### config.mk
export PLATFORM = sky130hd
export DESIGN_NAME = sorted_max_priority_queue_unit_flat
export DESIGN_NICKNAME = d
export VERILOG_FILES = /design/src/rtl/core/smpq_pkg.sv /design/src/rtl/core/smpq_if.sv /design/src/rtl/core/smpq_ctrl.sv /design/src/rtl/core/smpq_dpath.sv /design/src/rtl/core/sorted_max_priority_queue_unit.sv /design/src/flat_wrapper.sv
export SDC_FILE = /design/constraint.sdc
export NUM_CORES = 2
export LEC_CHECK = 0
export ABC_AREA = 1
export ABC_CLOCK_PERIOD_IN_PS = 5200
export BUFFER_PORTS_ARGS = -buffer_cell sky130_fd_sc_hd__buf_4
export CELL_PAD_IN_SITES_DETAIL_PLACEMENT = 0
export CELL_PAD_IN_SITES_GLOBAL_PLACEMENT = 1
export CORE_MARGIN = 8
export CORE_UTILIZATION = 49
export DETAILED_ROUTE_END_ITERATION = 16
export PLACE_DENSITY = 0.84
export SYNTH_ARGS = -nofsm -noshare
export SYNTH_HDL_FRONTEND = slang
export SYNTH_SLANG_ARGS = --single-unit
### constraint.sdc
create_clock -name i_clk -period 5.2 [get_ports i_clk]
set_input_delay 0.52 -clock i_clk [delete_from_list [all_inputs] [get_ports i_clk]]
set_output_delay 0.52 -clock i_clk [all_outputs]
set_load 0.02 [all_outputs]
### src/rtl/core/smpq_pkg.sv
package smpq_pkg;

    localparam int KEY_W  = 32;
    localparam int KIND_W = 2;
    localparam int STAT_W = 2;
    localparam int HELD_W = 5;

    // request kinds
    localparam logic [KIND_W-1:0] KIND_INSERT  = 2'd0;
    localparam logic [KIND_W-1:0] KIND_EXTRACT = 2'd1;
    localparam logic [KIND_W-1:0] KIND_CLEAR   = 2'd2;

    // response status codes
    localparam logic [STAT_W-1:0] STAT_OK    = 2'd0;
    localparam logic [STAT_W-1:0] STAT_EMPTY = 2'd1;
    localparam logic [STAT_W-1:0] STAT_FULL  = 2'd2;

    typedef enum logic {
        ST_IDLE,
        ST_EXEC
    } t_state;

    // controller to datapath
    typedef struct packed {
        logic load;   // capture the request transaction
        logic exec;   // apply it to the list and load the response register
    } t_dp_cmd;

endpackage

### src/rtl/core/smpq_if.sv
interface smpq_req_if
    import smpq_pkg::*;
();
    logic                     valid;
    logic                     ready;
    logic [KIND_W-1:0]        kind;
    logic signed [KEY_W-1:0]  key;

    modport source (output valid, output kind, output key, input ready);
    modport sink   (input valid, input kind, input key, output ready);
endinterface

interface smpq_rsp_if
    import smpq_pkg::*;
();
    logic                     valid;
    logic                     ready;
    logic signed [KEY_W-1:0]  max_key;
    logic [STAT_W-1:0]        status;
    logic [HELD_W-1:0]        entries_held;

    modport source (output valid, output max_key, output status, output entries_held,
                    input ready);
    modport sink   (input valid, input max_key, input status, input entries_held,
                    output ready);
endinterface

### src/rtl/core/smpq_ctrl.sv
module smpq_ctrl
    import smpq_pkg::*;
(
    input  logic    i_clk,
    input  logic    i_rst_n,
    input  logic    i_in_valid,
    input  logic    i_out_ready,
    output logic    o_in_ready,
    output logic    o_out_valid,
    output t_dp_cmd o_cmd
);

    t_state r_state, n_state;
    logic   r_out_valid, n_out_valid;

    always_ff @(posedge i_clk) begin
        if (!i_rst_n) begin
            r_state     <= ST_IDLE;
            r_out_valid <= 1'b0;
        end else begin
            r_state     <= n_state;
            r_out_valid <= n_out_valid;
        end
    end

    always_comb begin
        n_state     = r_state;
        n_out_valid = r_out_valid && !i_out_ready;
        o_in_ready  = 1'b0;
        o_cmd       = '0;
        case (r_state)
            ST_IDLE: begin
                o_in_ready = 1'b1;
                if (i_in_valid) begin
                    o_cmd.load = 1'b1;
                    n_state    = ST_EXEC;
                end
            end
            ST_EXEC: begin
                // wait until the response register is free
                if (!r_out_valid || i_out_ready) begin
                    o_cmd.exec  = 1'b1;
                    n_out_valid = 1'b1;
                    n_state     = ST_IDLE;
                end
            end
            default: begin
                n_state = ST_IDLE;
            end
        endcase
    end

    assign o_out_valid = r_out_valid;

endmodule

### src/rtl/core/smpq_dpath.sv
module smpq_dpath
    import smpq_pkg::*;
#(
    parameter int CAPACITY = 16
) (
    input  logic                     i_clk,
    input  logic                     i_rst_n,
    input  t_dp_cmd                  i_cmd,
    input  logic [KIND_W-1:0]        i_kind,
    input  logic signed [KEY_W-1:0]  i_key,
    output logic signed [KEY_W-1:0]  o_max_key,
    output logic [STAT_W-1:0]        o_status,
    output logic [HELD_W-1:0]        o_entries_held
);

    localparam int CW = $clog2(CAPACITY + 1);

    logic [KIND_W-1:0]        r_kind;
    logic signed [KEY_W-1:0]  r_key;
    logic [CW-1:0]            r_count, n_count;
    logic signed [KEY_W-1:0]  r_keys [CAPACITY];
    logic signed [KEY_W-1:0]  n_keys [CAPACITY];
    logic signed [KEY_W-1:0]  r_max_key, n_max_key;
    logic [STAT_W-1:0]        r_status, n_status;
    logic [HELD_W-1:0]        r_held;
    logic [CW+HELD_W-1:0]     held_ext;

    logic [CAPACITY-1:0]      gt;
    logic                     full, empty, do_ins, do_ext;

    assign full   = (r_count == CW'(CAPACITY));
    assign empty  = (r_count == '0);
    assign do_ins = (r_kind == KIND_INSERT) && !full;
    assign do_ext = (r_kind == KIND_EXTRACT) && !empty;

    // request capture
    always_ff @(posedge i_clk) begin
        if (i_cmd.load) begin
            r_kind <= i_kind;
            r_key  <= i_key;
        end
    end

    // cell array: every stored key compares against the new key in parallel;
    // gt is a prefix since the list is sorted descending
    genvar g;
    generate
        for (g = 0; g < CAPACITY; g++) begin : g_cell
            assign gt[g] = (CW'(g) < r_count) && (r_keys[g] > r_key);

            if (g == 0) begin : g_head
                always_comb begin
                    n_keys[g] = r_keys[g];
                    if (do_ins && !gt[g]) begin
                        n_keys[g] = r_key;
                    end else if (do_ext) begin
                        if (CAPACITY > 1) n_keys[g] = r_keys[(g+1) % CAPACITY];
                    end
                end
            end else begin : g_body
                always_comb begin
                    n_keys[g] = r_keys[g];
                    if (do_ins && !gt[g]) begin
                        n_keys[g] = gt[g-1] ? r_key : r_keys[g-1];
                    end else if (do_ext && (g < CAPACITY - 1)) begin
                        n_keys[g] = r_keys[(g+1) % CAPACITY];
                    end
                end
            end

            always_ff @(posedge i_clk) begin
                if (i_cmd.exec) begin
                    r_keys[g] <= n_keys[g];
                end
            end
        end
    endgenerate

    always_comb begin
        n_count   = r_count;
        n_max_key = '0;
        n_status  = STAT_OK;
        case (r_kind)
            KIND_INSERT: begin
                if (full) n_status = STAT_FULL;
                else      n_count  = r_count + CW'(1);
            end
            KIND_EXTRACT: begin
                if (empty) begin
                    n_status = STAT_EMPTY;
                end else begin
                    n_max_key = r_keys[0];
                    n_count   = r_count - CW'(1);
                end
            end
            KIND_CLEAR: begin
                n_count = '0;
            end
            default: begin
            end
        endcase
    end

    assign held_ext = {{HELD_W{1'b0}}, n_count};

    always_ff @(posedge i_clk) begin
        if (!i_rst_n) begin
            r_count <= '0;
        end else if (i_cmd.exec) begin
            r_count <= n_count;
        end
    end

    always_ff @(posedge i_clk) begin
        if (i_cmd.exec) begin
            r_max_key <= n_max_key;
            r_status  <= n_status;
            r_held    <= held_ext[HELD_W-1:0];
        end
    end

    assign o_max_key      = r_max_key;
    assign o_status       = r_status;
    assign o_entries_held = r_held;

    a_count_bound: assert property (@(posedge i_clk) disable iff (!i_rst_n)
        r_count <= CW'(CAPACITY))
        else $error("entry count above capacity");

    a_insert_grows: assert property (@(posedge i_clk) disable iff (!i_rst_n)
        i_cmd.exec && do_ins |=> r_count == $past(r_count) + CW'(1))
        else $error("insert did not grow the list");

    a_head_sorted: assert property (@(posedge i_clk) disable iff (!i_rst_n)
        (CAPACITY > 1) && (r_count >= CW'(2)) |-> r_keys[0] >= r_keys[1 % CAPACITY])
        else $error("head of list out of order");

endmodule

### src/rtl/core/sorted_max_priority_queue_unit.sv
// Each request transaction is first captured, then applied to the whole cell array in one step
//   (all cells compare in parallel) once the response register is free; the response is
//   registered and valid after that step, and no new request is taken until it is applied.
// The next request is taken while an earlier response still waits for its sink.
// Reset (i_rst_n, synchronous, active low) empties the queue and drops any pending response.
module sorted_max_priority_queue_unit
    import smpq_pkg::*;
#(
    parameter int CAPACITY = 16
) (
    input  logic          i_clk,
    input  logic          i_rst_n,
    smpq_req_if.sink      i_req,
    smpq_rsp_if.source    o_rsp
);

    // controller commands the datapath: capture, then execute
    t_dp_cmd cmd;

    smpq_ctrl u_ctrl (
        .i_clk       (i_clk),
        .i_rst_n     (i_rst_n),
        .i_in_valid  (i_req.valid),
        .i_out_ready (o_rsp.ready),
        .o_in_ready  (i_req.ready),
        .o_out_valid (o_rsp.valid),
        .o_cmd       (cmd)
    );

    // sorted cell array, entry count and response register
    smpq_dpath #(
        .CAPACITY (CAPACITY)
    ) u_dpath (
        .i_clk          (i_clk),
        .i_rst_n        (i_rst_n),
        .i_cmd          (cmd),
        .i_kind         (i_req.kind),
        .i_key          (i_req.key),
        .o_max_key      (o_rsp.max_key),
        .o_status       (o_rsp.status),
        .o_entries_held (o_rsp.entries_held)
    );

endmodule
### src/flat_wrapper.sv
// flat-port wrapper written by rule: the top's interface ports become plain ports
module sorted_max_priority_queue_unit_flat import smpq_pkg::*;
#(
    parameter int CAPACITY = 16
)
  (i_clk, i_rst_n, i_req_valid, i_req_kind, i_req_key, i_req_ready, o_rsp_valid, o_rsp_max_key, o_rsp_status, o_rsp_entries_held, o_rsp_ready);
  smpq_req_if i_req_i ();
  smpq_rsp_if o_rsp_i ();
  input  logic i_clk;
  input  logic i_rst_n;
  input wire logic [$bits(i_req_i.valid)-1:0] i_req_valid;
  input wire logic [$bits(i_req_i.kind)-1:0] i_req_kind;
  input wire logic [$bits(i_req_i.key)-1:0] i_req_key;
  output wire logic [$bits(i_req_i.ready)-1:0] i_req_ready;
  output wire logic [$bits(o_rsp_i.valid)-1:0] o_rsp_valid;
  output wire logic [$bits(o_rsp_i.max_key)-1:0] o_rsp_max_key;
  output wire logic [$bits(o_rsp_i.status)-1:0] o_rsp_status;
  output wire logic [$bits(o_rsp_i.entries_held)-1:0] o_rsp_entries_held;
  input wire logic [$bits(o_rsp_i.ready)-1:0] o_rsp_ready;
  assign i_req_i.valid = i_req_valid;
  assign i_req_i.kind = i_req_kind;
  assign i_req_i.key = i_req_key;
  assign i_req_ready = i_req_i.ready;
  assign o_rsp_valid = o_rsp_i.valid;
  assign o_rsp_max_key = o_rsp_i.max_key;
  assign o_rsp_status = o_rsp_i.status;
  assign o_rsp_entries_held = o_rsp_i.entries_held;
  assign o_rsp_i.ready = o_rsp_ready;
  sorted_max_priority_queue_unit #(.CAPACITY(CAPACITY)) u_core (.i_clk(i_clk), .i_rst_n(i_rst_n), .i_req(i_req_i), .o_rsp(o_rsp_i));
endmodule
==> flow_summary.ini <==
[yosys]
synth-adder-area-share = 0.145
synthSimpleGateAreaFrac = 0.346
synth_fp_nets = 6335
ys_types = 48
ys_seq_area_frac = 0.398
synth-compound-area-share = 0.0545
synthMuxAreaShare = 0
synth-edff-count = 585
synthFlopType = edfxtp_1
synth.area.top_cells = edfxtp_1 39%, nand2_1 24%, ha_1 14%, nand4_1 6.7%, a21oi_1 2.9%
yosysWarnings = 0
async_reset_ff_frac = 0
synth_xor_area_frac = 0.000393
synth_top_family_by_area = simple AND/OR/NAND/NOR gates
synth.cell_area_sq_um = 44500
synth.top_cell.area_share = 0.394
ys_ff_latch = 592
yosysTopAreaCell = edfxtp_1
synth.avg_cell_area_sq_um = 7.70
netlist_instances = 5782

[sta]
clock.fmax_ghz = 0.202
worst_slew_pin_slew_ns = 1.11
finalMaxSlewViolations = 0
setup_viol = 0
period_share = 0.952
finalHoldViolCount = 0
rsz0062_at_grt = false
min_period_ns = 4.95
slew_headroom = 0.255
fin_tns_setup_ns = 0
clock_skew_ns = 0.0287

[setup_path]
slowest_delay_ns = 0.83
setup.worst_path.end_class = register
crit_type = register to register
critical-path-top-delay-family = simple AND/OR/NAND/NOR gates
reg2reg_depth = 11
cp_num_buf_inv = 4
endpoint = u_core.u_dpath.r_keys[0][183]
cp.depth = 11
arrival_ns = 5.28
crit_start = u_core.u_dpath.r_key[6]
reg2reg_to = u_core.u_dpath.r_keys[0][183]
worst-path-max-fanout = 34
crit_required_ns = 5.53
r2r_slack_ns = 0.25
slowest_stage = nor4_1
cp-start-kind = register
crit_chain = buf_4, inv_1, buf_4, ha_1, nand2_1, nor4_1, a31oi_2, nand3_4, nand2_4, a21oi_4, buf_4
path_common_cell = buf_4
r2r_start = u_core.u_dpath.r_key[6]

[clocking]
cts_resized = 0
numCtsBuffers = 73
cts.hold.buffers_added = 0
insertion_delay_ns = 0.65
cts.reportedPaths.clkPinSlew_ns = 0.06
tritoncts = built
cts_max_level = 3
root_buffer = clkbuf_16
postCtsSetupBuffers = 0
cts_num_sinks = 592
clockBufferDepth = 3

[global_routing]
grt_remaining_overflow = 0
antenna_found_initial = 7
gr-usage-all-layers = 0.356
grt_pass1_wl_microns = 270000
grt_pass1_vias = 39500
grt_max_degree = 65

[routing]
dr_total_vias = 42900
drt_wl_total_microns = 187000
first_iter_violations = 5739
drc = 0
ant_nets = 0
first_pass_iters = 7
avgRoutedWirePerCell_microns = 26.6
via_per_inst = 6.09

[min_path]
min_path_type = primary input to register

[floorplan]
initial_utilization = 0.495
num_rows = 110
die_w_microns = 317
die-area_sq_um = 101000
ioPinCount = 79
design.core.area_sq_um = 90000
die_h_microns = 317

[finish]
nFillCells = 8740
layout-drive-gt1-share = 0.0864
fin_area_sq_um = 49000
syn2layout_area_growth_pct = 10.1
final_nets = 6363
layout_commonest_cell = nand2_1
final_cell_mix = 2895 x nand2_1, 585 x edfxtp_1, 515 x ha_1

[placement]
placed_cell_area_sq_um = 46700
io_buffers = 78
dp_hpwl_microns = 135000
gp_congestion = 1.02

[power_and_ir_drop]
ir_drop_mv = 0.236
leakagePower_nw = 23.9
power_density_nw_per_um2 = 303

[run]
maxCapViolCount = 0

[status]
status = finished clean
-- worst min-delay path by stage --
stage | from | slack [ns] | endpoint | cells past startpoint
6_report | i_req_key[24] | 0.06 | u_core.u_dpath.r_key[24] | 1
5_1_grt | i_req_key[30] | 0.04 | u_core.u_dpath.r_key[30] | 1
4_1_cts | i_req_key[24] | 0.03 | u_core.u_dpath.r_key[24] | 1
3_5_place_dp | u_core.u_ctrl.o_out_valid | 0.50 | u_core.u_ctrl.o_out_valid | 2
3_3_place_gp | u_core.u_ctrl.o_out_valid | 0.49 | u_core.u_ctrl.o_out_valid | 2
2_1_floorplan | u_core.u_dpath.r_keys[1][224] | 0.52 | u_core.u_dpath.r_keys[1][192] | 2
-- report_power, final --
| group | internal [mW] | switching [mW] | total [mW] | leakage [nW] |
|---|---|---|---|---|
| Sequential | 5.59 | 0.245 | 5.84 | 5.43 |
| Clock | 2.99 | 2.21 | 5.20 | 1.15 |
| Combinational | 1.05 | 2.74 | 3.79 | 17.4 |
| Total | 9.63 | 5.20 | 14.8 | 23.9 |
-- state kept, by name (all words and copies together) (netlist names) --
signal / count
u_core.u_dpath.r_keys: 512
u_core.u_dpath.o_max_key: 32
u_core.u_dpath.r_key: 32
u_core.u_dpath.o_entries_held: 5
u_core.u_dpath.r_count: 5
u_core.u_dpath.o_status: 2
u_core.u_dpath.r_kind: 2
u_core.u_ctrl.o_out_valid: 1
u_core.u_ctrl.r_state: 1
-- synth_stat cells, types with 12 or more instances --
cell type and count:
nand3_1 24, buf_4 34, inv_2 18, nor2_1 192, buf_2 111, nand2_2 21
ha_1 515, inv_1 242, nand2_1 2897, o21ai_0 76, nand4_1 479, a21o_1 14
edfxtp_1 585, o21a_1 30, a21oi_1 257, o21ai_1 12, nand3_2 23, buf_1 40
buf_6 15, clkbuf_1 108, o21ai_2 20
-- final cells by class --
| cell class | count | area [sq um] | area share |
|---|---|---|---|
| inverter | 262 | 988 | 0.0202 |
| tap | 1176 | 1470 | 0.0300 |
| antenna | 5 | 12.5 | 0.000255 |
| multi-input combinational | 4619 | 24500 | 0.500 |
| clock inverter | 41 | 350 | 0.00715 |
| timing repair buffer | 262 | 2000 | 0.0409 |
| clock buffer | 91 | 1980 | 0.0404 |
| sequential | 592 | 17700 | 0.361 |
-- stage by stage --
step	setup slack (ns)	util	hold WS, ns	power [mW]	instances
floorplan	0.726	-	0.520	8.24	5782
global placement	0.377	0.519	0.495	9.54	6911
detailed placement	0.345	0.519	0.503	9.58	6911
CTS	0.330	0.544	0.0302	14.7	7043
global route	0.0470	0.544	0.0444	15.3	7043
finish	0.250	0.545	0.0551	14.8	7048
-- worst reg2reg max path: stages (launching register included) --
cell and delay [ns]:
edfxtp_1 0.32, buf_4 0.32, inv_1 0.46, buf_4 0.31, ha_1 0.27, nand2_1 0.07, nor4_1 0.83, a31oi_2 0.26
nand3_4 0.42, nand2_4 0.36, a21oi_4 0.65, buf_4 0.37
-- cell families after synthesis --
| group | count (synthesis) |
|---|---|
| flip-flops | 592 |
| XOR/XNOR | 2 |
| buffers and inverters | 571 |
| adder cells (fa/ha/maj) | 515 |
| AND/OR/NAND/NOR | 3671 |
| AO/OA/AOI/OAI | 431 |
-- layer usage --
layer,track usage,part of all wire,vias to the layer above
met2,0.531,0.42,2696
li1,-,-,19600
met1,0.471,0.39,20100
met4,0.183,0.060,6
met5,0,0.00020,-
met3,0.0991,0.13,537
Note: power is estimated with default switching activity, not from simulation.
